<file path="src/hdl/generational_slot_allocator_defines.svh">
// Assertion macros used by the generational slot allocator RTL.
// Depends on nothing; included by files that carry concurrent checks.
`ifndef GENERATIONAL_SLOT_ALLOCATOR_DEFINES_SVH
`define GENERATIONAL_SLOT_ALLOCATOR_DEFINES_SVH

// Same-cycle implication, disabled while reset is high.
`define GSA_ASSERT_NOW(lbl, clk, rst, ante, cons) \
   lbl: assert property (@(posedge clk) disable iff (rst) (ante) |-> (cons)) \
      else $error("slot allocator check failed");

// Next-cycle implication, disabled while reset is high.
`define GSA_ASSERT_NEXT(lbl, clk, rst, ante, cons) \
   lbl: assert property (@(posedge clk) disable iff (rst) (ante) |=> (cons)) \
      else $error("slot allocator check failed");

`endif

</file>
<file path="src/hdl/gsa_ram.sv">
// Generic single-write, single-read RAM with a registered read port.
// Depends on nothing.
`default_nettype none

module gsa_ram #(
   parameter int WIDTH = 8,
   parameter int DEPTH = 16
) (
   input  wire logic                     clock,
   input  wire logic                     wr_en,
   input  wire logic [$clog2(DEPTH)-1:0] wr_addr,
   input  wire logic [WIDTH-1:0]         wr_data,
   input  wire logic                     rd_en,
   input  wire logic [$clog2(DEPTH)-1:0] rd_addr,
   output logic      [WIDTH-1:0]         rd_data
);

   logic [WIDTH-1:0] mem_ff [DEPTH];
   logic [WIDTH-1:0] rd_data_ff;

   // Write and read-before-write in the same edge.
   always_ff @(posedge clock) begin
      if (wr_en) begin
         mem_ff[wr_addr] <= wr_data;
      end
      if (rd_en) begin
         rd_data_ff <= mem_ff[rd_addr];
      end
   end

   assign rd_data = rd_data_ff;

endmodule

`default_nettype wire

</file>
<file path="config.mk">
export PLATFORM = sky130hd
export DESIGN_NAME = gsa_ram
export DESIGN_NICKNAME = d
export VERILOG_FILES = /design/src/hdl/generational_slot_allocator_defines.svh /design/src/hdl/gsa_ram.sv
export SDC_FILE = /design/constraint.sdc
export NUM_CORES = 1
export LEC_CHECK = 0
export BUFFER_PORTS_ARGS = -buffer_cell sky130_fd_sc_hd__buf_4
export CAP_MARGIN = 0
export CORE_MARGIN = 10
export CORE_UTILIZATION = 27
export DETAILED_ROUTE_END_ITERATION = 16
export PLACE_DENSITY = 0.45
export SLEW_MARGIN = 20
export SYNTH_ARGS = -nofsm -noshare
export SYNTH_HDL_FRONTEND = slang
export SYNTH_SLANG_ARGS = --single-unit
</file>
<file path="constraint.sdc">
create_clock -name clock -period 2.7 [get_ports clock]
set_clock_uncertainty 0.05 [all_clocks]
set_input_delay 0.27 -clock clock [delete_from_list [all_inputs] [get_ports clock]]
set_output_delay 0.27 -clock clock [all_outputs]
set_load 0.03 [all_outputs]
</file>
# == Yosys cells after proc, flatten, opt, wreduce, memory -nomap -nowiden ==
# Memory sizes are Yosys's and may differ from the RTL's. A register that Yosys moved wholly into a read port is not among the register bits.
# Cells that the tools add are included.
# word_totals
regBits,0
ramBits,128
inputBits,19
output_inout_bits,8
word_cells,3
n_memories,1
# memory_table
memory,words,word_bits,rd,rd_clocked_by_memory_dff,write_ports,line,text
mem_ff,16,8,1,1,1,gsa_ram.sv:18,logic [WIDTH-1:0] mem_ff [DEPTH];
# op_classes
n_mux,2
# op_table
cell,count
$mux W1,2

# == Depth between registers and ports, before layout ==
# depth
ltp_word,2
ltp_mapped,5
depth_no_buf,3

# == Worst setup path after synthesis ==
# Ideal clock, no wire load.
# synth_path
path_type,in2reg
startpoint,input port wr_addr[2]
endpoint,memory mem_ff[0][0] (enable)
setup_ns,0.383
t_arrival_ns,1.380
required_ns,2.267
path_slack_ns,0.887
path_stages,2
path_buffers,0
path_cell_list,or3b_2 nor3_1
# synth_rtl
item,line,text
from (decl),gsa_ram.sv:11,"input wire logic [$clog2(DEPTH)-1:0] wr_addr,"
to (decl),gsa_ram.sv:18,
# Straight into the memory's write port.

==> results.txt <==
Clk pin slew, worst setup/hold paths: 60 ps
Post-Route Setup TNS: 0 ps
Worst Max-Slew Pin Slew: 756 ps
Max VDD drop: 0.410 mV
f_max: 593 MHz
worst hold endpoint: mem_ff[10][0]$_DFFE_PP_
First DRT Iteration DRCs: 158
Int Pwr: 0.00401 W
post-DR wirelength/cell: 20.0 um
R2R cell count: 3
antenna violations before repair: 0
Buf/Inv on CP: 2
switching share of power: 0.198
Buffers on Ports: 26
Die Span Y: 159 um
post-synthesis sequential area ratio: 0.781
HP Class: in2reg
Synth cell types: 18
row cnt: 50
H-Tree Depth: 4
syn_area_per_cell: 22.8 um^2
die area: 25300 um^2
TritonRoute pass-1 iters: 5
largest family of logic cells by synthesized area: multiplexers
clock network fraction of total power: 0.472
Synth-to-Final Area Change: 22.7%
number of synthesized register bits: 136
RSZ-0062 raised after global routing: false
Post-Synth Adder-Cell Area: 0
CTS Hold Bufs: 0
hold path start: wr_data[0]
Core Area: 18900 um^2
sequential share of power: 0.478
Die Wd: 159 um
routed vias: 2416
cell area after synthesis: 5230 um^2
post-layout util: 0.339
CTS tree: yes
dpl cells: 522
overall power: 0.00501 W
final antenna-violating net count: 0
Bufs on Longest Clock Path: 2
number of global-route vias before repair: 2608
r2r startpoint: mem_ff[2][7]$_DFFE_PP_
Leak: 2.13 nW
clk sink count: 136
n_diodes: 0
final setup fails: 0
critical path arrival: 1800 ps
Skew-Pair Late Insertion Delay: 420 ps
final hold vios: 0
Slew headroom: 0.495
crit path max fanout: 18
share of layout cells above drive strength 1: 0.310
NumNets Final: 300
crit share post-route: 0.625
Post-Synth Simple-Gate Area: 0.0314
Vias per Instance: 4.36
io pins: 27
Non-Filler Instances: 554
GRT overflow: 0
kind of critical path: in2reg
Max Slew Vio Count: 0
Synth Area in Compound Gates: 0.0230
critical path's top delay family: buffers and inverters
post-CTS sizing: 0
slowest cell on the critical path: mux4_1
startpoint types: primary input
fin crit period: 1690 ps
Net Count, Synth: 248
Syn Inst Count: 229
post-synthesis mux area share: 0.148
XOR/XNOR Fraction of Synth Area: 0
Placer Congestion: 0.670
first-pass GRT wire length: 16.9 mm
worst path cell trace: buf_4, buf_12, mux4_1, a22oi_1, nand2_1
Post-DP HPWL: 7.31 mm
max_cap viols: 0
pin count of the biggest net entering global routing: 33
Logic pwr share: 0.050
Warnings, synthesis: 0
Crit path largest cell delay: 570 ps
CP required: 2810 ps
pwr/cell area: 781 nW/um^2
worst hold path stage count: 1
Starting Density: 0.277
Remaining DRCs: 0
status: finished, final reports clean
clk root buf: clkbuf_16
reg2reg setup slack: 1100 ps
Psw: 0.000993 W
WL final: 11.1 mm
post-CTS setup repair buffer count: 0
CTS buffer count: 17
GR Util All Layers: 0.0911
Crit Reg-Reg Endpoint: rd_data[7]$_DFFE_PP_
Critical Path End Type: flop
[final cells by class]
type | count | area (um^2)
clock buffer | 18 | 429
clock inverter | 14 | 181
fill | 1811 | 12500
multi-input combinational | 83 | 1060
sequential | 136 | 4080
tap | 260 | 325
timing repair buffer | 43 | 335
[Yosys cell counts]
master,instances,share of area
nor2b_1,1,0.0012
edfxtp_1,136,0.78
a22oi_1,16,0.023
buf_2,3,0.0029
mux4_2,18,0.078
or3b_2,1,0.0017
nor2_1,13,0.0093
and2_1,1,0.0012
nor3_1,4,0.0038
nand3_1,1,0.00096
nand2b_1,2,0.0024
nand3b_1,2,0.0029
and2b_1,1,0.0014
clkdlybuf4s25_2,3,0.0057
nand2_1,9,0.0065
buf_6,3,0.0065
buf_4,1,0.0014
mux4_1,14,0.070
[logic make-up after synthesis]
kind of cell	after synthesis
AOI/OAI and AO/OA	16
DFF	136
muxes	32
buffers and inverters	10
and+or+nand+nor	35
[per-stage QoR]
stage	hold WS, ps	worst slack [ps]	instance area (um^2)
2_1_floorplan	319	887	5230
3_3_place_gp	527	521	5800
3_5_place_dp	540	537	5800
4_1_cts	91.1	992	6410
5_1_grt	99.6	910	6410
6_report	103	1010	6410
[flip-flops by register name, summed over array words and instances, names as in the netlist]
name / count
mem_ff: 128
rd_data: 8
[per-layer routing]
layer | up-vias | part of all wire | track usage
met5 | - | 0 | 0
met3 | 13 | 0.049 | 0.0310
li1 | 1085 | - | -
met1 | 1259 | 0.48 | 0.121
met2 | 59 | 0.46 | 0.133
met4 | 0 | 0.013 | 0.0379
[how the worst max path moves through the flow]
stage | start | end | slack [ps] | cells after the start
after floorplan | wr_addr[2] | mem_ff[0][0]$_DFFE_PP_ | 890 | 2
after global routing | rd_addr[0] | rd_data[3]$_DFFE_PP_ | 910 | 5
after detailed placement | rd_addr[0] | rd_data[3]$_DFFE_PP_ | 540 | 5
after global placement | rd_addr[0] | rd_data[3]$_DFFE_PP_ | 520 | 5
after CTS | rd_addr[0] | rd_data[3]$_DFFE_PP_ | 990 | 5
final | rd_addr[0] | rd_data[2]$_DFFE_PP_ | 1010 | 5
[placed cells by master (no fill, tap or decap), drive strengths merged]
cell type,count
a22oi,16
and2,1
and2b,1
buf,43
bufinv,4
clkbuf,18
clkinv,9
clkinvlp,1
edfxtp,136
mux4,32
nand2,9
nand2b,2
nand3,1
nand3b,2
nor2,13
nor2b,1
nor3,4
or3b,1
[power groups by stage]
| stage | clock (W) | combinational (W) | sequential, W |
|---|---|---|---|
| floorplan | 0 | 0.000120 | 0.00245 |
| global placement | 0 | 0.000252 | 0.00244 |
| detailed placement | 0 | 0.000256 | 0.00244 |
| CTS | 0.00242 | 0.000256 | 0.00239 |
| global route | 0.00252 | 0.000271 | 0.00240 |
| finish | 0.00237 | 0.000249 | 0.00239 |
Power figures use the tool's default switching activity.
