<file path="src/hdl/generational_slot_allocator_defines.svh">
// Assertion macros used by the generational slot allocator RTL.
// Depends on nothing; included by files that carry concurrent checks.
`ifndef GENERATIONAL_SLOT_ALLOCATOR_DEFINES_SVH
`define GENERATIONAL_SLOT_ALLOCATOR_DEFINES_SVH

// Same-cycle implication, disabled while reset is high.
`define GSA_ASSERT_NOW(lbl, clk, rst, ante, cons) \
   lbl: assert property (@(posedge clk) disable iff (rst) (ante) |-> (cons)) \
      else $error("slot allocator check failed");

// Next-cycle implication, disabled while reset is high.
`define GSA_ASSERT_NEXT(lbl, clk, rst, ante, cons) \
   lbl: assert property (@(posedge clk) disable iff (rst) (ante) |=> (cons)) \
      else $error("slot allocator check failed");

`endif

</file>
<file path="src/hdl/gsa_pkg.sv">
// Types and constants of the generational slot allocator.
// Used by gsa_front, gsa_rspq, gsa_back and the top level; depends on nothing.
`default_nettype none

package gsa_pkg;

   // Pool geometry.
   localparam int POOL_SIZE     = 128;
   localparam int IDX_BITS      = $clog2(POOL_SIZE);
   localparam int STK_CNT_BITS  = $clog2(POOL_SIZE + 1);
   localparam int GEN_BITS      = 16;
   localparam int PAYLOAD_BITS  = 64;
   localparam int STK_BITS      = IDX_BITS + GEN_BITS;

   // Short queues between the stages.
   localparam int Q_DEPTH       = 2;
   localparam int Q_PTR_BITS    = $clog2(Q_DEPTH);
   localparam int Q_CNT_BITS    = $clog2(Q_DEPTH + 1);

   typedef logic [IDX_BITS-1:0] idx_type;
   typedef logic [GEN_BITS-1:0] gen_type;

   typedef enum logic [1:0] {
      ST_GRANTED  = 2'd0,
      ST_EMPTY    = 2'd1,
      ST_RELEASED = 2'd2,
      ST_IGNORED  = 2'd3
   } status_type;

   typedef enum logic [1:0] {
      OP_ACQUIRE = 2'd0,
      OP_RELEASE = 2'd1,
      OP_REJECT  = 2'd2
   } op_type;

   localparam logic MODE_ACQUIRE = 1'b0;

   typedef struct packed {
      logic        mode;
      logic [31:0] spawn_x;
      logic [31:0] spawn_y;
      idx_type     handle_index;
      gen_type     handle_generation;
   } req_type;

   typedef struct packed {
      status_type  status;
      idx_type     slot_index;
      gen_type     slot_generation;
   } rsp_type;

   // Classified request handed from the front end to the back end.
   typedef struct packed {
      op_type      op;
      logic [31:0] spawn_x;
      logic [31:0] spawn_y;
      idx_type     handle_index;
      gen_type     handle_generation;
   } cmd_type;

   // Free stack entry: a free slot together with its current generation.
   typedef struct packed {
      idx_type     index;
      gen_type     generation;
   } stk_entry_type;

   // Payload store write port.
   typedef struct packed {
      logic                    en;
      idx_type                 addr;
      logic [PAYLOAD_BITS-1:0] data;
   } pay_wr_type;

endpackage

`default_nettype wire

</file>
<file path="src/hdl/gsa_rspq.sv">
// Result queue: holds finished results until the consumer takes them.
// Depends on gsa_pkg.
`default_nettype none

module gsa_rspq (
   input  wire logic             clock,
   input  wire logic             reset,
   input  wire logic             push,
   input  wire gsa_pkg::rsp_type din,
   output logic                  full,
   output logic                  empty,
   input  wire logic             pop,
   output gsa_pkg::rsp_type      dout
);

   gsa_pkg::rsp_type                    entry_ff [gsa_pkg::Q_DEPTH];
   logic [gsa_pkg::Q_PTR_BITS-1:0]      wptr_ff, wptr_in;
   logic [gsa_pkg::Q_PTR_BITS-1:0]      rptr_ff, rptr_in;
   logic [gsa_pkg::Q_CNT_BITS-1:0]      count_ff, count_in;
   logic                                do_push;
   logic                                do_pop;

   assign full    = (count_ff == gsa_pkg::Q_CNT_BITS'(gsa_pkg::Q_DEPTH));
   assign empty   = (count_ff == '0);
   assign dout    = entry_ff[rptr_ff];
   assign do_push = push && !full;
   assign do_pop  = pop && !empty;

   // Queue pointers and fill count.
   always_comb begin
      wptr_in  = do_push ? wptr_ff + 1'b1 : wptr_ff;
      rptr_in  = do_pop  ? rptr_ff + 1'b1 : rptr_ff;
      count_in = count_ff;
      if (do_push && !do_pop) begin
         count_in = count_ff + 1'b1;
      end else if (do_pop && !do_push) begin
         count_in = count_ff - 1'b1;
      end
   end

   always_ff @(posedge clock) begin
      if (reset) begin
         wptr_ff  <= '0;
         rptr_ff  <= '0;
         count_ff <= '0;
      end else begin
         wptr_ff  <= wptr_in;
         rptr_ff  <= rptr_in;
         count_ff <= count_in;
      end
   end

   // Queue storage.
   always_ff @(posedge clock) begin
      if (do_push) begin
         entry_ff[wptr_ff] <= din;
      end
   end

endmodule

`default_nettype wire

</file>
<file path="config.mk">
export PLATFORM = sky130hd
export DESIGN_NAME = gsa_rspq
export DESIGN_NICKNAME = d
export VERILOG_FILES = /design/src/hdl/generational_slot_allocator_defines.svh /design/src/hdl/gsa_pkg.sv /design/src/hdl/gsa_rspq.sv
export SDC_FILE = /design/constraint.sdc
export NUM_CORES = 1
export LEC_CHECK = 0
export ABC_AREA = 1
export BUFFER_PORTS_ARGS = -buffer_cell sky130_fd_sc_hd__buf_4
export CAP_MARGIN = 30
export CORE_MARGIN = 5
export CORE_UTILIZATION = 49
export CTS_BUF_LIST = sky130_fd_sc_hd__clkbuf_4
export DETAILED_ROUTE_END_ITERATION = 16
export PLACE_DENSITY = 0.78
export REMOVE_ABC_BUFFERS = 1
export SYNTH_ARGS = -nofsm -noshare
export SYNTH_HDL_FRONTEND = slang
export SYNTH_SLANG_ARGS = --single-unit
</file>
<file path="constraint.sdc">
create_clock -name clock -period 2.1 [get_ports clock]
set_input_delay 0.21 -clock clock [delete_from_list [all_inputs] [get_ports clock]]
set_output_delay 0.21 -clock clock [all_outputs]
set_load 0.01 [all_outputs]
</file>
# [Yosys cells after proc, flatten, opt, wreduce, memory -nomap -nowiden]
# Memory sizes are Yosys's and may differ from the RTL's. A register that Yosys moved wholly into a read port is not among the register bits.
# Index checks and enable logic that the tools add are counted.
[classes] eq_ne=1 reduce_logical=10 n_addsub=4 muxes=6
[ops] operator="1-bit logical AND" n=4
[ops] operator="1-bit zero test" n=4
[ops] operator="1-bit 2-to-1 mux" n=4
[ops] operator="2-bit 2-to-1 mux" n=2
[ops] operator="1-bit adder (second input constant)" n=2
[ops] operator="2-bit by 1-bit adder with 2-bit output (second input constant)" n=1
[ops] operator="2-bit == test (second input constant)" n=1
[ops] operator="2-bit zero test" n=1
[ops] operator="2-bit nonzero test" n=1
[ops] operator="2-bit by 1-bit subtractor with 2-bit output (second input constant)" n=1
[word_totals] input_bits=29 regBits=4 n_memories=1 wordCells=25 output_inout_bits=27 ram_bits=50
[mem_list] name="entry_ff" depth=2 word_bits=25 read_ports=1 rd_clocked_by_memory_dff=1 write_ports=1 line="gsa_rspq.sv:16" rtl="gsa_pkg::rsp_type entry_ff [gsa_pkg::Q_DEPTH];"

# [Logic depth before layout (Yosys ltp)]
# Gate-level depths: netlist of run 1.
[logic_depth] ltp_word=7 mapped_depth=10 ltp_nobuf=10

# [Worst setup path after synthesis of run 1]
# OpenSTA, ideal clock, no wires.
[synth_path] kind="flip-flop to flip-flop" startpoint="reg count_ff[0] (netlist bit)" endpoint="mem entry_ff[1][0] (netlist bit) (enable)" setup_slack_ns=0.077 arrival_ns=1.616 path_buffers=0 required_time_ns=1.693 period_less_slack_ns=2.023 setup_ns=0.407 stages_incl_launch_ff=3 cell_sequence="dfxtp_1 o21ai_2 nor2_1"
[synth_between] elab_chain_cells=5
[synth_rtl] item="start: declaration" line="gsa_rspq.sv:19" rtl="logic [gsa_pkg::Q_CNT_BITS-1:0] count_ff, count_in;"
[synth_rtl] item="start signal: assignment" line="gsa_rspq.sv:49" rtl="count_ff <= count_in;"
[synth_rtl] item="2-bit == test" line="gsa_rspq.sv:23" rtl="assign full = (count_ff == gsa_pkg::Q_CNT_BITS'(gsa_pkg::Q_DEPTH));"
[synth_rtl] item="1-bit zero test" line="gsa_rspq.sv:26" rtl="assign do_push = push && !full;"
[synth_rtl] item="1-bit logical AND" line="gsa_rspq.sv:26"
[synth_rtl] item="1-bit 2-to-1 mux" line="gsa_rspq.sv:55" rtl="if (do_push) begin"
[synth_rtl] item="1-bit 2-to-1 mux (not written as such)" line="gsa_rspq.sv:56" rtl="entry_ff[wptr_ff] <= din;"
[synth_rtl] item="end: declaration" line="gsa_rspq.sv:16"
# No other way between the ends.

==> flow_summary.ini, run 1 <==
[status]
status = finished clean

[finish]
postLayoutCoreUtil = 0.628
syn_to_final_growth_pct = 25.6
diodes = 0
multi_input_area_um2 = 480
regArea_um2 = 1600
fin_nets = 212
drive_gt1_frac = 0.536
fin_area_um2 = 2720
n_fill_cell = 335

[timing]
grt_setup_unrepaired = false
setup-violations-final = 0
tightest_slew_ns = 0.427
skew_ns = 0.00406
fin_crit_sh = 0.861
finalHoldViolCount = 0
maxSlewViolCount = 0
slew_headroom = 0.716
timing.setup.tns_ns = 0
worst_slack_ns = 0.292
fmax_ghz = 0.553
min_period_ns = 1.81

[placed_design]
hpwl_mm = 2.50
postPlaceCellArea_um2 = 2620
dpl_worst_slack_ns = 0.587
routabilityCongestion = 0.627
port_buffers = 55

[floorplanning]
num_rows = 24
ios = 56
die_h_um = 76.4
dieArea_um2 = 5840
fp.coreArea_um2 = 4320
fp.dieW_um = 76.4
initial_utilization = 0.500

[logic_synthesis]
synth-seq-cells = 55
syn-cell-area_um2 = 2160
yosys.cell_count.top_type = edfxtp_1
ys_warn_count = 0
async_flop_share = 0
synth_top_area_frac = 0.694
synth_edf_count = 50
synthTopCellsByArea = edfxtp_1 69%, mux2_4 14%, dfxtp_1 4.6%
synthTopCellsByCount = 50 x edfxtp_1, 20 x mux2_4, 9 x nor2_1
netlist_instances = 115
ys_dominant_reg_cell = edfxtp_1
seq_area_frac_synth = 0.741
synthDistinctLibCells = 19
postSynthAreaPerCell_um2 = 18.8
synth_top_cell_by_area = edfxtp_1

[clocking]
cts_hold_buf = 0
cts_tree = yes
cts.sinks = 55
cts_buffers = 5
clkLatencyLatePin_ns = 0.35
cts_root_buffer = clkbuf_4
clkTransAtPathRegs_ns = 0.13
htreeDepth = 2
clockBufferDepth = 2
cts_setup_buffers = 0
cts-resized-gates = 0

[setup_path]
worst-path-max-fanout = 25
worstPathArrival_ns = 1.60
crit_type = register to primary output
cp-end-kind = primary output
startpoint_type = register
cp.required_ns = 1.89

[grt]
grt_pass1_vias = 1195
grt_remaining_overflow = 0
grt_usage = 0.124
antenna_found_initial = 0
grt_pass1_wl_mm = 5.68
grt_max_degree = 26

[route]
postRouteAntennaNets = 0
drtIter0Drc = 63
drc = 0
routed_wl_mm = 3.46
via_count = 1116
vias_per_cell = 4.75
wl_per_cell_um = 14.7
drt_first_pass_iters = 4

[hold_path]
hold_class = input pin to register

[pwr]
swShare = 0.277
power.leakage_nw = 1.09
p_switching_uw = 777
internal_power_mw = 2.03
p_clk_frac = 0.148
power.density_nw_per_um2 = 1030
comb_power_share = 0.336
pwr-share-seq = 0.516
p_total_mw = 2.81
vdd_drop_max_mv = 0.676

[job]
cap_violations = 0
-- cells by family (layout without fill, tap and decap cells) --
group                    count (synthesis)  after routing  share of synthesized area
AO/OA/AOI/OAI                            6              6                     0.0174
adder cells (fa/ha/maj)                  1              1                    0.00579
buffers and inverters                   12             80                     0.0394
flip-flops                              55             55                      0.741
multiplexers                            25             25                      0.165
AND/OR/NAND/NOR                         16             16                     0.0318
-- critical path, cell delays in order, from the launching register on --
cell     delay (ns)
dfxtp_1        0.33
buf_4          0.38
mux2_2         0.39
buf_4          0.14
-- power groups by stage --
stage / clock network (mW) / logic, mW / registers (mW)
floorplan: 0 / 0.517 / 1.51
global placement: 0 / 0.926 / 1.46
detailed placement: 0 / 0.952 / 1.48
CTS: 0.437 / 0.954 / 1.45
global route: 0.482 / 1.03 / 1.47
finish: 0.416 / 0.943 / 1.45
-- through the flow --
| step | hold slack (ns) | instances |
|---|---|---|
| 4_1_cts | 0.0193 | 231 |
| 5_1_grt | 0.00132 | 235 |
| 3_3_place_gp | 0.396 | 223 |
| 6_report | 0.0380 | 235 |
| 2_1_floorplan | 0.309 | 112 |
| 3_5_place_dp | 0.398 | 223 |
-- final timing paths --
| path | from | endpoint | slack, ns | cells after the start |
|---|---|---|---|---|
| worst max-delay path | register | dout[3] | 0.29 | 3 |
| worst min register to register | wptr_ff$_SDFFE_PP0P_ | wptr_ff$_SDFFE_PP0P_ | 0.54 | 2 |
| worst min-delay path | din[22] | entry_ff[1][22]$_DFFE_PP_ | 0.04 | 1 |
| worst max register to register | count_ff[1]$_SDFFE_PP0P_ | count_ff[1]$_SDFFE_PP0P_ | 0.58 | 9 |
-- registers in the layout, summed over array words and instances, names as in the netlist, named ones only --
| name | count |
|---|---|
| rptr_ff | 1 |
| count_ff | 2 |
| wptr_ff | 1 |
| entry_ff | 50 |
-- per-layer routing --
metal | wire (um) | track usage | share of wire | vias to the layer above
met5 | 0 | 0 | 0 | -
met3 | 239 | 0.0437 | 0.069 | 4
met1 | 1380 | 0.142 | 0.40 | 522
met4 | 36 | 0.0420 | 0.010 | 0
met2 | 1810 | 0.216 | 0.52 | 37
li1 | - | - | - | 553
-- final cells by class --
cell class | instances | area share
clock inverter | 2 | 0.00276
clock buffer | 6 | 0.0166
sequential | 55 | 0.590
inverter | 9 | 0.0124
tap | 52 | 0.0240
multi-input combinational | 48 | 0.177
timing repair buffer | 63 | 0.178
-- cell usage in the layout (no fill, tap or decap), drive strengths merged --
cell type,n
buf,59
edfxtp,50
mux2,25
nor2,9
inv,9
clkbuf,6
dfxtp,5
o21ai,5
dlygate4sd3,4
nand2,4
clkinv,2
a21oi,1
and2,1
nand3,1
nand4,1
ha,1
Power figures use the tool's default switching activity.
==> run 2, diff against run 1 <==
Settings changed: CORE_UTILIZATION 49 to 54, PLACE_DENSITY 0.78 to 0.81.
Clock period 2.1 ns to 2 ns, I/O delays scaled along.
==> flow_summary.ini, run 2 (synthesis results as in run 1) <==
[timing]
finalHoldViolCount = 0
fin_crit_sh = 0.839
grt_setup_unrepaired = false
tightest_slew_ns = 0.319
fmax_ghz = 0.596
min_period_ns = 1.68
setup-violations-final = 0
timing.hold.ws_ns = 0.114
maxSlewViolCount = 0
slew_headroom = 0.787
timing.setup.tns_ns = 0
worst_slack_ns = 0.322
skew_ns = 0.00319

[floorplanning]
die_h_um = 73.3
num_rows = 23
dieArea_um2 = 5370
initial_utilization = 0.548
ios = 56
fp.coreArea_um2 = 3940
fp.dieW_um = 73.3

[route]
drt_first_pass_iters = 4
via_count = 1247
postRouteAntennaNets = 0
routed_wl_mm = 3.92
drc = 0
vias_per_cell = 4.91
drtIter0Drc = 27
wl_per_cell_um = 15.4

[clocking]
cts_root_buffer = clkbuf_4
clkLatencyLatePin_ns = 0.36
clockBufferDepth = 2
cts_buffers = 5
cts.sinks = 55
clkTransAtPathRegs_ns = 0.14
cts_tree = yes
cts_setup_buffers = 0
htreeDepth = 2

[setup_path]
cp.required_ns = 1.80
startpoint_type = register
r2r_slack_ns = 0.39
cp-end-kind = primary output
crit_type = register to primary output
worstPathArrival_ns = 1.48
worst-path-max-fanout = 25

[pwr]
vdd_drop_max_mv = 0.721
power.leakage_nw = 1.18
power.density_nw_per_um2 = 1030
p_total_mw = 3.04

[finish]
syn_to_final_growth_pct = 36.1
final_common_cell = buf_4
top_register = entry_ff
n_fill_cell = 251
layout_common_cells = 58 x buf_4, 50 x edfxtp_1, 25 x dlygate4sd3_1, 20 x mux2_4, 7 x nor2_1
largestRegisters = entry_ff: 50 flops, count_ff: 2 flops
drive_gt1_frac = 0.490
diodes = 0
largest_reg_flops = 50
fin_nets = 233

[grt]
grt_pass1_wl_mm = 5.78
grt_pass1_vias = 1298
grt_usage = 0.150
grt_max_degree = 26
grt_remaining_overflow = 0
antenna_found_initial = 0

[placed_design]
hpwl_mm = 2.63
port_buffers = 55
dpl_worst_slack_ns = 0.424
routabilityCongestion = 0.715

[status]
status = finished clean

[hold_path]
hold_class = input pin to register

[job]
cap_violations = 0
==> run 2: stage by stage <==
step           instances  utilization  cell area (um^2)
6_report             254        0.746              2940
5_1_grt              254        0.746              2940
4_1_cts              243        0.718              2830
3_5_place_dp         221        0.668              2630
3_3_place_gp         221        0.668              2630
2_1_floorplan        112            -              2110
==> run 2: routing by layer <==
layer / global-route usage / part of all wire / vias up
met3: 0.0397 / 0.068 / 9
met1: 0.145 / 0.33 / 591
li1: - / - / 600
met4: 0.0861 / 0.022 / 0
met2: 0.280 / 0.58 / 47
met5: 0 / 0 / -
==> run 2: final cells by class <==
cell class / instances / area (um^2) / share of cell area
clock inverter: 3 / 20.0 / 0.00681
inverter: 9 / 33.8 / 0.0115
timing repair buffer: 84 / 706 / 0.240
clock buffer: 5 / 37.5 / 0.0128
tap: 50 / 62.6 / 0.0213
sequential: 55 / 1600 / 0.544
multi-input combinational: 48 / 480 / 0.163
==> run 2: final timing paths <==
kind / startpoint / to / cells past startpoint
worst max-delay path: register / dout[3] / 3
worst min-delay path: reset / count_ff[1]$_SDFFE_PP0P_ / 4
worst max register to register: count_ff[1]$_SDFFE_PP0P_ / count_ff[1]$_SDFFE_PP0P_ / 9
worst min register to register: wptr_ff$_SDFFE_PP0P_ / wptr_ff$_SDFFE_PP0P_ / 2
==> run 2: worst max-delay path, stage by stage, from the launching register on <==
cell     delay [ns]
dfxtp_1        0.38
buf_12         0.22
mux2_2         0.37
buf_4          0.15
==> run 2: timing repair <==
item,CTS,global route
hold endpoints to repair,27,22
resized for setup,0,0
hold buffers,14,11
==> run 2: power by group <==
| group | switching, mW | leakage [nW] | internal [mW] | total (mW) |
|---|---|---|---|---|
| clock | 0.316 | 0.0272 | 0.135 | 0.451 |
| combinational | 0.484 | 0.640 | 0.575 | 1.06 |
| sequential | 0.0755 | 0.508 | 1.45 | 1.53 |
| total | 0.876 | 1.18 | 2.16 | 3.04 |
==> run 3, diff against run 2 <==
Settings changed: ABC_AREA 1 to 0, CORE_UTILIZATION 54 to 48, PLACE_DENSITY 0.81 to 0.77.
Clock period 2 ns to 1.35 ns, I/O delays scaled along.
==> flow_summary.ini, run 3 <==
[timing]
fin_crit_sh = 1.14
maxSlewViolCount = 0
min_period_ns = 1.55
grt_setup_unrepaired = true
setup-violations-final = 52
tightest_slew_ns = 0.246
fmax_ghz = 0.647
skew_ns = 0.00763
worst_slack_ns = -0.196
finalHoldViolCount = 0
timing.hold.ws_ns = 0.172
slew_headroom = 0.834

[logic_synthesis]
synthAdderAreaFrac = 0.00619
synth_top_cell_by_area = edfxtp_1
yosys.cell_count.top_type = edfxtp_1
synth_top_family_by_area = multiplexers
yosys.area_share.simple = 0.0229
synth_xor_area_frac = 0.0130
syn-cell-area_um2 = 2020
synthTopCellsByArea = edfxtp_1 74%, mux2_2 14%, dfxtp_1 5.0%
synth_edf_count = 50
synthTopCellsByCount = 50 x edfxtp_1, 25 x mux2_2, 5 x dfxtp_1, 5 x nor2_1
synth_compound_area_frac = 0.0124
synth_top_area_frac = 0.743
postSynthAreaPerCell_um2 = 19.6
async_flop_share = 0
synthDistinctLibCells = 14
synth-seq-cells = 55
netlist_instances = 103
ys_dominant_reg_cell = edfxtp_1
ys_warn_count = 0
synth.area.mux_share = 0.139
seq_area_frac_synth = 0.793

[floorplanning]
initial_utilization = 0.502
die_h_um = 74.9
fp.dieW_um = 74.9
fp.coreArea_um2 = 4030
dieArea_um2 = 5610
num_rows = 23
ios = 56

[hold_path]
worstHoldStart = push
whs_path_depth = 4
hold_class = input pin to register
min_to = wptr_ff$_SDFFE_PP0P_

[setup_path]
worstReg2RegStart = count_ff[1]$_SDFFE_PP0P_
startpoint_type = register
worst-path-max-fanout = 9
rr_worst_depth = 6
worstPathArrival_ns = 1.41
cp.required_ns = 1.22
r2r_slack_ns = -0.16
r2r_end = count_ff[1]$_SDFFE_PP0P_
crit_type = register to primary output
cp-end-kind = primary output

[clocking]
clkTransAtPathRegs_ns = 0.15
cts_root_buffer = clkbuf_4
cts_buffers = 5
clkLatencyLatePin_ns = 0.36
htreeDepth = 2
cts_tree = yes
clockBufferDepth = 2
cts.sinks = 55

[pwr]
pwr-share-seq = 0.407
power.leakage_nw = 1.28
swShare = 0.268
power.density_nw_per_um2 = 1740
p_switching_mw = 1.50
vdd_drop_max_mv = 0.934
p_clk_frac = 0.193
comb_power_share = 0.400
internal_power_mw = 4.10

[placed_design]
hpwl_mm = 2.68
routabilityCongestion = 0.679
port_buffers = 55
postPlaceCellArea_um2 = 2570

[finish]
largestRegisters = entry_ff: 50 flops, count_ff: 2 flops
syn_to_final_growth_pct = 59.3
n_fill_cell = 215
fin_area_um2 = 3220
diodes = 0
final_common_cell = edfxtp_1
fin_nets = 233
largest_reg_flops = 50
multi_input_area_um2 = 498
regArea_um2 = 1610
top_register = entry_ff
drive_gt1_frac = 0.559
layout_common_cells = 50 x edfxtp_1, 42 x buf_4, 26 x dlygate4sd3_1, 22 x buf_6, 19 x mux2_4

[grt]
antenna_found_initial = 0
grt_remaining_overflow = 0
grt_max_degree = 18
grt_usage = 0.160
grt_pass1_vias = 1347
grt_pass1_wl_mm = 6.46

[status]
violations = setup timing
status = finished with violations

[route]
via_count = 1253
drt_first_pass_iters = 4
wl_per_cell_um = 18.8
drc = 0
drtIter0Drc = 53
routed_wl_mm = 4.78
postRouteAntennaNets = 0
vias_per_cell = 4.93

[job]
cap_violations = 0
## run 3: cell count changes in the layout (fill, tap and decap cells not counted), sizes merged, moves of 3 or more
cell / delta
inv: -7
xor2: +3
buf: +10
nand2: -4
nor2: -4
## run 3: metrics by stage
stage	utilization	TNS [ns]	std cells	power [mW]	setup WS, ns
after floorplan	-	-17.40	100	3.02	-0.358
after global placement	0.638	-0.880	214	3.76	-0.0965
after detailed placement	0.638	-2.14	214	3.83	-0.209
after CTS	0.753	-4.66	251	5.17	-0.202
after global routing	0.799	-9.24	254	5.86	-0.260
final	0.799	-6.65	254	5.60	-0.196
## run 3: routing by layer
layer / wire, um / share of wire / global-route usage / vias up
met4: 24 / 0.0050 / 0.0356 / 0
met3: 317 / 0.066 / 0.0427 / 4
met2: 2670 / 0.56 / 0.302 / 45
li1: - / - / - / 595
met1: 1770 / 0.37 / 0.179 / 609
met5: 0 / 0 / 0 / -
## run 3: cell families (layout without fill, tap and decap cells)
group           Yosys count  count (layout)
fa+ha+maj                 1               1
simple gates              9               9
compound gates            5               5
flops                    55              55
xor+xnor                  3               3
mux                      25              25
buf+inv                   5             106
## run 3: timing repair
action / CTS / global route
pin swaps: 1 / 0
gates resized for setup: 23 / 40
buffers inserted: 2 / 2
endpoints found under the hold margin: 55 / 0
cloned: 1 / 1
setup endpoints to repair: 76 / 71
hold buffers: 26 / 0
## run 3: worst max path at each step
stage	from	endpoint	slack, ns
finish	register	dout[11]	-0.20
global route	register	dout[11]	-0.26
CTS	register	dout[13]	-0.20
detailed placement	count_ff[1]$_SDFFE_PP0P_	count_ff[1]$_SDFFE_PP0P_	-0.21
global placement	count_ff[1]$_SDFFE_PP0P_	count_ff[1]$_SDFFE_PP0P_	-0.1
floorplan	count_ff[1]$_SDFFE_PP0P_	entry_ff[0][0]$_DFFE_PP_	-0.36
## run 3: final cells by class
type,instances,area share
inverters,2,0.00389
clock inverters,2,0.0187
well taps,50,0.0194
multi-input cells,43,0.155
flip-flops and latches,55,0.499
clock buffers,6,0.0140
repair buffers,96,0.290
## run 3: critical path, cell delays in order, from the launching register on
cell and delay, ns:
dfxtp_4 0.41, buf_12 0.14, mux2_2 0.35, buf_4 0.15
## run 3: power by group through the flow
stage	Sequential (mW)	Combinational (mW)	Clock (mW)
after floorplan	2.31	0.709	0
after global placement	2.25	1.51	0
after detailed placement	2.28	1.55	0
after CTS	2.25	1.83	1.09
after global routing	2.30	2.36	1.19
final	2.28	2.24	1.08
