===== src/hdl/generational_slot_allocator_defines.svh =====
// Assertion macros used by the generational slot allocator RTL.
// Depends on nothing; included by files that carry concurrent checks.
`ifndef GENERATIONAL_SLOT_ALLOCATOR_DEFINES_SVH
`define GENERATIONAL_SLOT_ALLOCATOR_DEFINES_SVH

// Same-cycle implication, disabled while reset is high.
`define GSA_ASSERT_NOW(lbl, clk, rst, ante, cons) \
   lbl: assert property (@(posedge clk) disable iff (rst) (ante) |-> (cons)) \
      else $error("slot allocator check failed");

// Next-cycle implication, disabled while reset is high.
`define GSA_ASSERT_NEXT(lbl, clk, rst, ante, cons) \
   lbl: assert property (@(posedge clk) disable iff (rst) (ante) |=> (cons)) \
      else $error("slot allocator check failed");

`endif


===== src/hdl/gsa_pkg.sv =====
// Types and constants of the generational slot allocator.
// Used by gsa_front, gsa_rspq, gsa_back and the top level; depends on nothing.
`default_nettype none

package gsa_pkg;

   // Pool geometry.
   localparam int POOL_SIZE     = 128;
   localparam int IDX_BITS      = $clog2(POOL_SIZE);
   localparam int STK_CNT_BITS  = $clog2(POOL_SIZE + 1);
   localparam int GEN_BITS      = 16;
   localparam int PAYLOAD_BITS  = 64;
   localparam int STK_BITS      = IDX_BITS + GEN_BITS;

   // Short queues between the stages.
   localparam int Q_DEPTH       = 2;
   localparam int Q_PTR_BITS    = $clog2(Q_DEPTH);
   localparam int Q_CNT_BITS    = $clog2(Q_DEPTH + 1);

   typedef logic [IDX_BITS-1:0] idx_type;
   typedef logic [GEN_BITS-1:0] gen_type;

   typedef enum logic [1:0] {
      ST_GRANTED  = 2'd0,
      ST_EMPTY    = 2'd1,
      ST_RELEASED = 2'd2,
      ST_IGNORED  = 2'd3
   } status_type;

   typedef enum logic [1:0] {
      OP_ACQUIRE = 2'd0,
      OP_RELEASE = 2'd1,
      OP_REJECT  = 2'd2
   } op_type;

   localparam logic MODE_ACQUIRE = 1'b0;

   typedef struct packed {
      logic        mode;
      logic [31:0] spawn_x;
      logic [31:0] spawn_y;
      idx_type     handle_index;
      gen_type     handle_generation;
   } req_type;

   typedef struct packed {
      status_type  status;
      idx_type     slot_index;
      gen_type     slot_generation;
   } rsp_type;

   // Classified request handed from the front end to the back end.
   typedef struct packed {
      op_type      op;
      logic [31:0] spawn_x;
      logic [31:0] spawn_y;
      idx_type     handle_index;
      gen_type     handle_generation;
   } cmd_type;

   // Free stack entry: a free slot together with its current generation.
   typedef struct packed {
      idx_type     index;
      gen_type     generation;
   } stk_entry_type;

   // Payload store write port.
   typedef struct packed {
      logic                    en;
      idx_type                 addr;
      logic [PAYLOAD_BITS-1:0] data;
   } pay_wr_type;

endpackage

`default_nettype wire


===== src/hdl/gsa_front.sv =====
// Front end: takes request transfers, classifies them and queues them.
// Depends on gsa_pkg.
`default_nettype none

module gsa_front (
   input  wire logic             clock,
   input  wire logic             reset,
   input  wire logic             push,
   output logic                  full,
   input  wire gsa_pkg::req_type req,
   output logic                  cmd_valid,
   input  wire logic             cmd_pop,
   output gsa_pkg::cmd_type      cmd
);

   gsa_pkg::cmd_type                    entry_ff [gsa_pkg::Q_DEPTH];
   logic [gsa_pkg::Q_PTR_BITS-1:0]      wptr_ff, wptr_in;
   logic [gsa_pkg::Q_PTR_BITS-1:0]      rptr_ff, rptr_in;
   logic [gsa_pkg::Q_CNT_BITS-1:0]      count_ff, count_in;
   gsa_pkg::cmd_type                    classified;
   logic                                do_push;
   logic                                do_pop;

   // Classify the request: acquire, release of a real slot, or a release
   // whose index lies outside the pool.
   always_comb begin
      classified.spawn_x           = req.spawn_x;
      classified.spawn_y           = req.spawn_y;
      classified.handle_index      = req.handle_index;
      classified.handle_generation = req.handle_generation;
      if (req.mode == gsa_pkg::MODE_ACQUIRE) begin
         classified.op = gsa_pkg::OP_ACQUIRE;
      end else if (int'(req.handle_index) < gsa_pkg::POOL_SIZE) begin
         classified.op = gsa_pkg::OP_RELEASE;
      end else begin
         classified.op = gsa_pkg::OP_REJECT;
      end
   end

   assign full      = (count_ff == gsa_pkg::Q_CNT_BITS'(gsa_pkg::Q_DEPTH));
   assign cmd_valid = (count_ff != '0);
   assign cmd       = entry_ff[rptr_ff];
   assign do_push   = push && !full;
   assign do_pop    = cmd_pop && cmd_valid;

   // Queue pointers and fill count.
   always_comb begin
      wptr_in  = do_push ? wptr_ff + 1'b1 : wptr_ff;
      rptr_in  = do_pop  ? rptr_ff + 1'b1 : rptr_ff;
      count_in = count_ff;
      if (do_push && !do_pop) begin
         count_in = count_ff + 1'b1;
      end else if (do_pop && !do_push) begin
         count_in = count_ff - 1'b1;
      end
   end

   always_ff @(posedge clock) begin
      if (reset) begin
         wptr_ff  <= '0;
         rptr_ff  <= '0;
         count_ff <= '0;
      end else begin
         wptr_ff  <= wptr_in;
         rptr_ff  <= rptr_in;
         count_ff <= count_in;
      end
   end

   // Queue storage.
   always_ff @(posedge clock) begin
      if (do_push) begin
         entry_ff[wptr_ff] <= classified;
      end
   end

endmodule

`default_nettype wire


===== config.mk =====
export PLATFORM = sky130hd
export DESIGN_NAME = gsa_front
export DESIGN_NICKNAME = d
export VERILOG_FILES = /design/src/hdl/generational_slot_allocator_defines.svh /design/src/hdl/gsa_pkg.sv /design/src/hdl/gsa_front.sv
export SDC_FILE = /design/constraint.sdc
export NUM_CORES = 1
export LEC_CHECK = 0
export BUFFER_PORTS_ARGS = -buffer_cell sky130_fd_sc_hd__buf_4
export CAP_MARGIN = 10
export CORE_MARGIN = 4
export CORE_UTILIZATION = 56
export CTS_CLUSTER_DIAMETER = 150
export CTS_CLUSTER_SIZE = 40
export DETAILED_ROUTE_END_ITERATION = 10
export GPL_ROUTABILITY_DRIVEN = 0
export HOLD_SLACK_MARGIN = 0.05
export PLACE_DENSITY_LB_ADDON = 0.25
export SETUP_SLACK_MARGIN = 0.15
export SLEW_MARGIN = 20
export SYNTH_ARGS = -nofsm -noshare
export SYNTH_HDL_FRONTEND = slang
export SYNTH_SLANG_ARGS = --single-unit

===== constraint.sdc =====
create_clock -name clock -period 5.55 [get_ports clock]
set_clock_uncertainty 0.05 [all_clocks]
set_input_delay 0.555 -clock clock [delete_from_list [all_inputs] [get_ports clock]]
set_output_delay 0.555 -clock clock [all_outputs]
set_load 0.02 [all_outputs]

-- Word-level counts from Yosys, hierarchy flattened
Memories as Yosys holds them, arrays and structs flattened. A register that Yosys moved wholly into a read port is not among the register bits.
Cells that the tools add are included.
- register bits: 4
- bits in writable memories: 176
- input port bits: 92
- output and inout bits: 91
- logic and storage cells: 25
- memories: 1
- add/sub/neg operators: 4
- eq/ne operators: 1
- muxes and demuxes: 7
- reductions and logical operators: 9
- memory list (name ; words ; bits a word ; read ports ; clocked after memory_dff ; wr ports ; RTL line ; RTL):
    entry_ff ; 2 ; 88 ; 1 ; 1 ; 1 ; gsa_front.sv:16 ; gsa_pkg::cmd_type entry_ff [gsa_pkg::Q_DEPTH];
- operators with widths (operator ; number):
    $mux W1 ; 5
    $logic_and A1 B1 Y1 ; 4
    $mux W2 ; 2
    $reduce_bool A2 Y1 ; 2
    $logic_not A1 Y1 ; 3
    $add A1 B1 Y1 const B ; 2
    $add A2 B1 Y2 const B ; 1
    $eq A2 B2 Y1 const B ; 1
    $sub A2 B1 Y2 const B ; 1

-- Longest topological paths before layout
Gate-level depths: netlist of run 1.
- depth in word-level cells: 7
- depth in mapped cells: 6
- mapped depth without buffers: 6

-- Least setup slack after synthesis of run 1
Ideal clock, no wire load.
- path kind: input to register
- start: in push
- end: mem entry_ff[1][0] in the netlist's numbering, enable pin
- setup time: 0.457 ns
- data arrival time: 2.785 ns
- required time: 5.043 ns
- setup slack: 2.258 ns
- cell stages on the path: 3
- buffers on the path: 0
- cell sequence: inv_1 > nor2_1 > and2_1
- cells in the longest elaborated chain, start to end: 3
- ends and longest elaborated chain (element ; RTL line ; RTL):
    start: declaration ; gsa_front.sv:8 ; input wire logic push,
    $logic_and A1 B1 Y1 ; gsa_front.sv:43 ; assign do_push = push && !full;
    $mux W1 ; gsa_front.sv:72 ; if (do_push) begin
    $mux W1 (implied by the code) ; gsa_front.sv:73 ; entry_ff[wptr_ff] <= classified;
    end: declaration ; gsa_front.sv:16 ;
No other way between the ends.

==> implementation parameters, run 1 <==
Parameter                              Value

Status
  Result of the run    finished, final reports clean

Floorplan
  Starting utilization of the core area    0.578
  Std-Cell Core Area    11500 um^2
  Number of top-level pins    183
  DIE HEIGHT    117 um
  Area of the die    13700 um^2
  Die outline width    117 um
  Number of rows in the core area    39

Critical path
  Worst setup slack for register-to-register paths    3.04 ns
  Critical Path End Type    output port
  Required @ worst endpoint    4.95 ns
  Worst-path fanout max    49
  R2R cell count    4
  Cell Chain, Critical Path    buf_4, mux2_2, buf_4
  Startpoint type of the worst setup path    flip-flop
  Worst Path Arrival    2.45 ns
  Stage delay of the slowest cell on the critical path    0.81 ns
  Combined buffer and inverter count along the critical path    2
  Start of the worst register-to-register path    count_ff[1]$_SDFFE_PP0P_
  Worst Setup Path Type    reg -> out
  Endpoint of the worst register-to-register path    entry_ff[0][28]$_DFFE_PP_
  Most used cell along the critical path    buf_4
  Crit-path leading delay family    flip-flops
  Slowest CP cell    dfxtp_4

Clocking
  TritonCTS buffer count    17
  Clk sink count    181
  Hold buffer count at cts    0
  Number of buffers between clock root and the deepest sink    2
  CTS resizes    0
  Number of buffers inserted to repair setup after CTS    0
  H-tree depth    4
  Worst skew pair latency    0.41 ns
  Clock tree from TritonCTS    built
  Clock root buffer    clkbuf_16
  Clock edge transition at the registers on the reported setup and hold paths    0.06 ns

Layout
  FF+latch area    5390 um^2
  Number of antenna diodes    0
  Synthesis-to-finish area growth    31.5%
  Fraction of layout instances using a drive strength above 1    0.603
  Number of fillers in the final layout    685
  Final net count    586
  Multi-input logic area    1180 um^2
  Post-route cell area    8760 um^2

Global routing
  Global routing usage on met2    0.311
  Vias in the first global route    3587
  Busiest layer in global routing    met2
  Number of antenna violations at the first check in global routing    0
  Total global routing overflow    0
  Met1 Track Usage GR    0.217
  First-pass GRT wire length    18200 um
  Largest net degree at the start of global routing    53
  GR Layer Usage met3    0.0530
  Aggregate global-route resource usage    0.181

Run
  Max Cap Viol    0

Yosys
  Cell area after synthesis    6660 um^2
  Number of instances in the synthesized netlist    301
  Yosys top cell area share    0.794
  Average size of a mapped cell    22.1 um^2
  Largest cells by area after synthesis    edfxtp_1 79%, mux2_2 12%, mux2_4 4.5%, dfxtp_1 1.5%, buf_6 0.68%
  Cell with the most instances after synthesis    edfxtp_1
  Post-synthesis sequential area ratio    0.809
  Total of flip-flops plus latches after synthesis    181
  Post-synth ARST share    0
  Cell accounting for the most synthesized area    edfxtp_1
  Flip-flop cell with the highest count after synthesis    edfxtp_1
  Count of cell types in the netlist    18
  Top cells by count, synth    176 x edfxtp_1, 68 x mux2_2, 20 x mux2_4
  Number of enable-type register cells in the synthesized netlist    176
  Syn nets    394
  YS warnings    0

Pwr
  Worst vdd rail ir drop    0.435 mV
  Static leakage    3.32 nW
  Power density over cell area    484 nW/um^2

Placed design
  Dpl cell area    8140 um^2
  Number of buffer cells added on primary ports    181
  HPWL after DPL    8110 um

Timing
  Setup repair after global routing missed its margin    false
  Transition time of the tightest slew-check pin    0.753 ns
  Relative slew slack    0.498
  Final setup violation count    0
  Max-slew violation count    0
  Fmax    327 MHz
  Sum of negative setup slack    0 ns
  Post-route clock period utilization    0.550
  Minimum clock period    3.05 ns
  Final hold viol count    0

Detailed routing
  Starting DRT DRC Count    223
  DRC errors left    0
  Vias post-DR    3395
  Average vias per placed instance    5.23
  Wirelength per Cell    18.8 um
  DRT Wirelength    12200 um
  Router iterations before antenna repair    4
  Remaining antenna violation count    0

Worst hold path
  Worst hold path cell count    1
  Destination of the worst hold path    entry_ff[1][70]$_DFFE_PP_
  Worst hold start    req[70]
  Class of the worst hold path    in -> reg
==> worst register-to-register path, cell delays in order (launching register included) <==
cell and delay, ns:
dfxtp_1 0.34, nor2b_2 0.18, or3_1 0.35, clkinv_2 0.53, buf_4 0.68
==> routing by layer <==
layer,wire length (um),share of wire
met1,4790,0.39
met2,6440,0.53
met3,848,0.069
met4,134,0.011
met5,0,0
==> registers in the layout, indices dropped and copies added, names as in the netlist, named ones only <==
| register | flops |
|---|---|
| entry_ff | 176 |
| count_ff | 2 |
| rptr_ff | 1 |
| wptr_ff | 1 |
==> cells in the final DEF (no fill, tap or decap) <==
| cell type | instances |
|---|---|
| a21oi_1 | 2 |
| mux2_2 | 68 |
| and2_4 | 1 |
| clkinvlp_4 | 1 |
| or2_2 | 1 |
| dfxtp_1 | 4 |
| xor2_1 | 3 |
| clkbuf_1 | 1 |
| edfxtp_1 | 176 |
| clkbuf_16 | 17 |
| buf_4 | 184 |
| or3_1 | 2 |
| inv_6 | 1 |
| o21ai_0 | 3 |
| ha_1 | 1 |
| dfxtp_4 | 1 |
| clkinv_4 | 3 |
| nor2_1 | 4 |
| conb_1 | 1 |
| mux2_4 | 20 |
| clkinv_2 | 3 |
| bufinv_16 | 4 |
| inv_1 | 1 |
| clkinv_1 | 3 |
| nor2b_2 | 1 |
==> power breakdown <==
part           total, mW  leakage [nW]  internal, mW  switching (mW)
clock               1.23         0.297         0.750           0.476
combinational       1.20          1.34         0.574           0.623
sequential          1.82          1.69          1.72          0.0977
==> area by class of cell <==
| cell class | count | share of cell area |
|---|---|---|
| well taps | 143 | 0.0204 |
| clock buffers | 18 | 0.0490 |
| inverters | 2 | 0.00100 |
| repair buffers | 184 | 0.158 |
| clock inverters | 14 | 0.0210 |
| multi-input cells | 107 | 0.135 |
| flip-flops and latches | 181 | 0.615 |
==> worst max path at each step <==
stage	endpoint	slack, ns	cells after the start
after floorplan	entry_ff[1][0]$_DFFE_PP_	2.26	3
after global placement	entry_ff[0][29]$_DFFE_PP_	2.86	5
after detailed placement	entry_ff[0][29]$_DFFE_PP_	2.82	5
after CTS	cmd[11]	2.45	3
after global routing	cmd[11]	2.35	3
final	cmd[28]	2.50	3
==> metrics by stage <==
stage                util  total power, mW  setup WS, ns  std cells  hold WS (ns)
finish              0.760             4.24          2.50        649         0.267
global route        0.760             4.42          2.35        649         0.246
CTS                 0.760             4.28          2.45        649         0.247
detailed placement  0.707             3.06          2.82        617         0.436
global placement    0.707             3.03          2.86        617         0.424
floorplan               -             2.59          2.26        301         0.402
==> kinds of logic after synthesis <==
family,count (synthesis),synth area share
AOI/OAI and AO/OA,5,0.00376
xor gates and xnor gates,3,0.00395
adders and majority gates,1,0.00188
buffers and inverters,13,0.0135
DFF,181,0.809
muxes,88,0.160
other,1,0.000563
and+or+nand+nor,9,0.00733
Power figures use the tool's default switching activity.
==> inputs of run 2 (changes only) <==
--- a/config.mk
+++ b/config.mk
@@ -8,7 +8,7 @@
 export BUFFER_PORTS_ARGS = -buffer_cell sky130_fd_sc_hd__buf_4
 export CAP_MARGIN = 10
 export CORE_MARGIN = 4
-export CORE_UTILIZATION = 56
+export CORE_UTILIZATION = 52
 export CTS_CLUSTER_DIAMETER = 150
 export CTS_CLUSTER_SIZE = 40
 export DETAILED_ROUTE_END_ITERATION = 10
==> constraint.sdc (replaced) <==
create_clock -name clock -period 2.89 [get_ports clock]
set_clock_uncertainty 0.05 [all_clocks]
set_input_delay 0.289 -clock clock [delete_from_list [all_inputs] [get_ports clock]]
set_output_delay 0.289 -clock clock [all_outputs]
set_load 0.02 [all_outputs]
==> implementation parameters, run 2 (synthesis results as in run 1) <==
Parameter                              Value

Status
  Result of the run    finished, final reports clean

Detailed routing
  DRT Wirelength    14000 um
  Remaining antenna violation count    0
  Highest routing layer actually used    met4
  Router iterations before antenna repair    4
  Wirelength per Cell    18.2 um
  Vias post-DR    3763
  DRC errors left    0
  Average vias per placed instance    4.88
  Met2 Wirelength    7440 um
  Starting DRT DRC Count    252
  Met1 routed wirelength after detailed routing    5340 um
  WL met3    956 um

Layout
  Highest-count cells in the layout ignoring fill and taps    183 x buf_4, 176 x edfxtp_1, 89 x dlygate4sd3_1
  Fraction of layout instances using a drive strength above 1    0.513
  Number of standard cells in the layout, taps in and fillers out    771
  Largest register by flop count    entry_ff
  Max reg flops    176
  Post-route cell area    9740 um^2
  Synthesis-to-finish area growth    46.2%
  Number of fillers in the final layout    682
  Multi-input logic area    1180 um^2
  Number of antenna diodes    0
  FF+latch area    5390 um^2
  Most common cell after layout, fill and taps aside    buf_4
  Largest registers in the final layout    entry_ff: 176 flops, count_ff: 2 flops
  Final net count    679

Critical path
  Worst Path Arrival    2.03 ns
  Stage delay of the slowest cell on the critical path    0.69 ns
  Slowest CP cell    dfxtp_4
  Cell Chain, Critical Path    buf_12, mux2_2, buf_4
  Combined buffer and inverter count along the critical path    2
  Startpoint type of the worst setup path    flip-flop
  Worst setup slack for register-to-register paths    0.71 ns
  Critical Path End Type    output port
  Worst-path fanout max    40
  Start of the worst register-to-register path    count_ff[1]$_SDFFE_PP0P_
  Crit-path leading delay family    flip-flops
  Endpoint of the worst register-to-register path    entry_ff[0][0]$_DFFE_PP_
  Required @ worst endpoint    2.55 ns
  R2R cell count    4
  Worst Setup Path Type    reg -> out

Clocking
  Clk sink count    181
  H-tree depth    4
  TritonCTS buffer count    17
  CTS resizes    0
  Number of buffers inserted to repair setup after CTS    0
  Clock root buffer    clkbuf_16
  Clock edge transition at the registers on the reported setup and hold paths    0.06 ns
  Clock tree from TritonCTS    built
  Worst skew pair latency    0.41 ns
  Number of buffers between clock root and the deepest sink    2

Global routing
  First-pass GRT wire length    21600 um
  Largest net degree at the start of global routing    41
  Aggregate global-route resource usage    0.198
  Total global routing overflow    0
  Vias in the first global route    4073
  Number of antenna violations at the first check in global routing    0

Placed design
  Number of buffer cells added on primary ports    181
  Number of cells in the design after placement    650
  Dpl cell area    8270 um^2
  HPWL after DPL    8130 um

Pwr
  Total power draw    8.22 mW
  Power density over cell area    844 nW/um^2
  Worst vdd rail ir drop    0.664 mV
  Static leakage    3.71 nW

Floorplan
  Die outline width    121 um
  Number of top-level pins    183
  Std-Cell Core Area    12600 um^2
  DIE HEIGHT    121 um
  Number of rows in the core area    41
  Area of the die    14700 um^2
  Starting utilization of the core area    0.530

Timing
  Sum of negative setup slack    0 ns
  Fmax    422 MHz
  Max-slew violation count    0
  Minimum clock period    2.37 ns
  Relative slew slack    0.560
  Post-route clock period utilization    0.819
  Final hold viol count    0
  Final setup violation count    0
  Transition time of the tightest slew-check pin    0.658 ns
  Setup repair after global routing missed its margin    false

Worst hold path
  Class of the worst hold path    in -> reg
  Worst hold path cell count    4
  Destination of the worst hold path    wptr_ff$_SDFFE_PP0N_
  Worst hold start    push

Run
  Max Cap Viol    0
run 2: changes by cell type in the layout (fill, tap and decap cells not counted), sizes merged:
| cell | previous run | this run |
|---|---|---|
| clkinv | 9 | 10 |
| inv | 2 | 1 |
| bufinv | 4 | 3 |
| dlygate4sd3 | 0 | 89 |
| buf | 184 | 188 |
| clkinvlp | 1 | 2 |
run 2: per-stage QoR:
stage               utilization  setup WS [ns]  hold WS [ns]
global route              0.775          0.450         0.275
global placement          0.658          0.867         0.424
detailed placement        0.658          0.788         0.426
floorplan                     -          0.315         0.308
finish                    0.775          0.522         0.252
CTS                       0.775          0.513         0.207
run 2: report_power, final:
part | switching [mW] | internal [mW]
clock | 0.875 | 1.34
combinational | 1.30 | 1.24
sequential | 0.168 | 3.30
run 2: area by class of cell:
type	count	area share
Clock buffer	18	0.0441
Clock inverter	14	0.0145
Inverter	2	0.00116
Multi-Input combinational cell	107	0.122
Sequential cell	181	0.554
Tap cell	172	0.0221
Timing Repair Buffer	277	0.243
run 2: worst reg2reg max path, cell delays in order, from the launching register on:
cell        delay, ns
dfxtp_1          0.41
nor2b_2          0.25
or3_1            0.20
clkinvlp_4       0.55
buf_4            0.46
run 2: how the worst max path moves through the flow:
stage / slack (ns) / startpoint / to / cells after the start
after CTS: 0.51 / flip-flop / cmd[33] / 3
final: 0.52 / flip-flop / cmd[34] / 3
after global routing: 0.45 / flip-flop / cmd[34] / 3
after floorplan: 0.32 / count_ff[1]$_SDFFE_PP0P_ / entry_ff[0][0]$_DFFE_PP_ / 3
after global placement: 0.87 / count_ff[1]$_SDFFE_PP0P_ / entry_ff[0][26]$_DFFE_PP_ / 4
after detailed placement: 0.79 / count_ff[1]$_SDFFE_PP0P_ / entry_ff[0][26]$_DFFE_PP_ / 4
run 2: repair_timing:
| action | in CTS | in global routing |
|---|---|---|
| hold buffers | 89 | 0 |
| endpoints found under the hold margin | 181 | 0 |
| setup endpoints to repair | 0 | 0 |
run 2: routing by layer:
metal | track usage | up-vias
li1 | - | 1751
met1 | 0.229 | 1849
met2 | 0.346 | 140
met3 | 0.0611 | 23
met4 | 0.0735 | 0
met5 | 0 | -
==> inputs of run 3 (changes only) <==
--- a/config.mk
+++ b/config.mk
@@ -5,10 +5,11 @@
 export SDC_FILE = /design/constraint.sdc
 export NUM_CORES = 1
 export LEC_CHECK = 0
+export ABC_AREA = 1
 export BUFFER_PORTS_ARGS = -buffer_cell sky130_fd_sc_hd__buf_4
 export CAP_MARGIN = 10
 export CORE_MARGIN = 4
-export CORE_UTILIZATION = 52
+export CORE_UTILIZATION = 47
 export CTS_CLUSTER_DIAMETER = 150
 export CTS_CLUSTER_SIZE = 40
 export DETAILED_ROUTE_END_ITERATION = 10
==> constraint.sdc (replaced) <==
create_clock -name clock -period 2.1 [get_ports clock]
set_clock_uncertainty 0.05 [all_clocks]
set_input_delay 0.21 -clock clock [delete_from_list [all_inputs] [get_ports clock]]
set_output_delay 0.21 -clock clock [all_outputs]
set_load 0.02 [all_outputs]
==> implementation parameters, run 3 <==
Parameter                              Value

Global routing
  Number of antenna violations at the first check in global routing    0
  Aggregate global-route resource usage    0.171
  Largest net degree at the start of global routing    30
  Vias in the first global route    4145
  Total global routing overflow    0
  First-pass GRT wire length    21200 um

Detailed routing
  DRC errors left    0
  Router iterations before antenna repair    4
  Remaining antenna violation count    0
  Starting DRT DRC Count    205
  Met2 Wirelength    7530 um
  Vias post-DR    3848
  Highest routing layer actually used    met4
  Wirelength per Cell    17.2 um
  Average vias per placed instance    4.81
  DRT Wirelength    13800 um
  WL met3    699 um
  Met1 routed wirelength after detailed routing    5480 um

Timing
  Relative slew slack    0.653
  Final setup violation count    0
  Minimum clock period    1.92 ns
  Final critical-path setup slack    0.178 ns
  Sum of negative setup slack    0 ns
  Final hold viol count    0
  Fmax    520 MHz
  Post-route clock period utilization    0.915
  Setup repair after global routing missed its margin    true
  Transition time of the tightest slew-check pin    0.520 ns
  Max-slew violation count    0

Yosys
  Area share of fa/ha/maj cells after synthesis    0.00187
  Cell accounting for the most synthesized area    edfxtp_1
  YS warnings    0
  Multiplexer fraction of the synthesized cell area    0.160
  Area fraction in compound gates after synthesis    0.00375
  Syn nets    406
  Post-synth ARST share    0
  Largest family of logic cells by synthesized area    multiplexers
  Number of enable-type register cells in the synthesized netlist    176
  Cell area after synthesis    6680 um^2
  Number of instances in the synthesized netlist    313
  Post-synthesis sequential area ratio    0.806
  Count of cell types in the netlist    16
  Cell with the most instances after synthesis    edfxtp_1
  Largest cells by area after synthesis    edfxtp_1 79%, mux2_2 11%, mux2_4 4.5%, dfxtp_1 1.5%, buf_6 0.67%
  Xor and xnor area share after synthesis    0
  Flip-flop cell with the highest count after synthesis    edfxtp_1
  Post-synthesis simple-gate area fraction    0.0109
  Yosys top cell area share    0.791
  Top cells by count, synth    176 x edfxtp_1, 68 x mux2_2, 20 x mux2_4
  Total of flip-flops plus latches after synthesis    181
  Average size of a mapped cell    21.3 um^2

Layout
  Most common cell after layout, fill and taps aside    buf_4
  Max reg flops    176
  Fraction of layout instances using a drive strength above 1    0.518
  Number of antenna diodes    0
  Final net count    701
  Synthesis-to-finish area growth    48.8%
  Number of standard cells in the layout, taps in and fillers out    800
  Largest registers in the final layout    entry_ff: 176 flops, count_ff: 2 flops
  Highest-count cells in the layout ignoring fill and taps    188 x buf_4, 176 x edfxtp_1, 90 x dlygate4sd3_1
  Largest register by flop count    entry_ff
  Final core occ    0.716

Placed design
  Number of buffer cells added on primary ports    181
  HPWL after DPL    8630 um
  Number of cells in the design after placement    675
  Worst-case setup slack after placement    0.503 ns

Clocking
  Worst skew pair latency    0.41 ns
  H-tree depth    4
  Clock tree from TritonCTS    built
  Clock edge transition at the registers on the reported setup and hold paths    0.06 ns
  TritonCTS buffer count    17
  Clk sink count    181
  Number of buffers between clock root and the deepest sink    2
  Clock root buffer    clkbuf_16

Critical path
  Cell Chain, Critical Path    buf_12, mux2_2, buf_4
  Startpoint type of the worst setup path    flip-flop
  Critical Path End Type    output port
  Worst Path Arrival    1.66 ns
  Slowest CP cell    dfxtp_4
  Worst Setup Path Type    reg -> out
  Required @ worst endpoint    1.84 ns
  Worst-path fanout max    29
  Stage delay of the slowest cell on the critical path    0.46 ns

Pwr
  Worst vdd rail ir drop    0.734 mV
  Static leakage    3.82 nW
  Power density over cell area    1120 nW/um^2
  Total power draw    11.2 mW

Worst hold path
  Class of the worst hold path    in -> reg

Floorplan
  Starting utilization of the core area    0.481
  Number of top-level pins    183
  Die outline width    127 um
  Area of the die    16200 um^2
  DIE HEIGHT    127 um
  Std-Cell Core Area    13900 um^2
  Number of rows in the core area    43

Status
  Result of the run    finished, final reports clean

Run
  Max Cap Viol    0
-- run 3: cell count changes after synthesis --
cell / before / now
nor2b_2: 1 / 0
inv_1: 2 / 8
nand2_1: 0 / 7
nand3_1: 0 / 2
and2_1: 1 / 0
nand4_1: 0 / 1
or2_2: 1 / 0
or3_1: 2 / 0
nor2_1: 4 / 8
xor2_1: 3 / 0
-- run 3: power breakdown --
part	internal, mW	leakage, nW	total (mW)	switching, mW
Sequential	4.57	1.68	4.72	0.151
Combinational	1.62	1.85	3.33	1.71
Clock	1.86	0.288	3.12	1.25
-- run 3: final timing paths --
path	from	end	slack [ns]	cells after the start
max	flip-flop	cmd[17]	0.18	3
min	push	wptr_ff$_SDFFE_PP0N_	0.17	5
max reg2reg	count_ff[1]$_SDFFE_PP0P_	entry_ff[0][60]$_DFFE_PP_	0.54	4
min reg2reg	rptr_ff$_SDFFE_PP0P_	rptr_ff$_SDFFE_PP0P_	0.47	2
-- run 3: metal layers --
metal  vias to the layer above  global-route usage
li1                       1807                   -
met2                       123               0.309
met1                      1911               0.201
met5                         -                   0
met3                         7              0.0418
met4                         0              0.0568
-- run 3: cells by family after synthesis --
kind of cell | Yosys count
AOI/OAI and AO/OA | 5
adders and majority gates | 1
buffers and inverters | 19
DFF | 181
muxes | 88
other | 1
and+or+nand+nor | 18
-- run 3: worst max-delay path: cells and delay by family (launching register included) --
| family | cells | cell delay, ns |
|---|---|---|
| buf+inv | 2 | 0.41 |
| mux | 1 | 0.37 |
| flops | 1 | 0.46 |
-- run 3: layout make-up --
class,instances,area (um^2)
well taps,180,225
fillers,868,3950
flip-flops and latches,181,5390
clock inverters,13,156
inverters,8,30.0
repair buffers,287,2500
clock buffers,18,429
multi-input cells,113,1210
-- run 3: repair_timing --
item,4_1_cts,5_1_grt
endpoints found under the hold margin,181,0
buffers inserted,1,2
gates resized for setup,0,0
endpoints found under the setup margin,72,41
hold buffers,90,0
pin swaps,0,0
gates cloned,0,1
-- run 3: per-stage QoR --
stage	hold WS (ns)	instance area (um^2)
floorplan	0.259	6710
global placement	0.345	8400
detailed placement	0.348	8400
CTS	0.145	9900
global route	0.216	9940
finish	0.169	9940
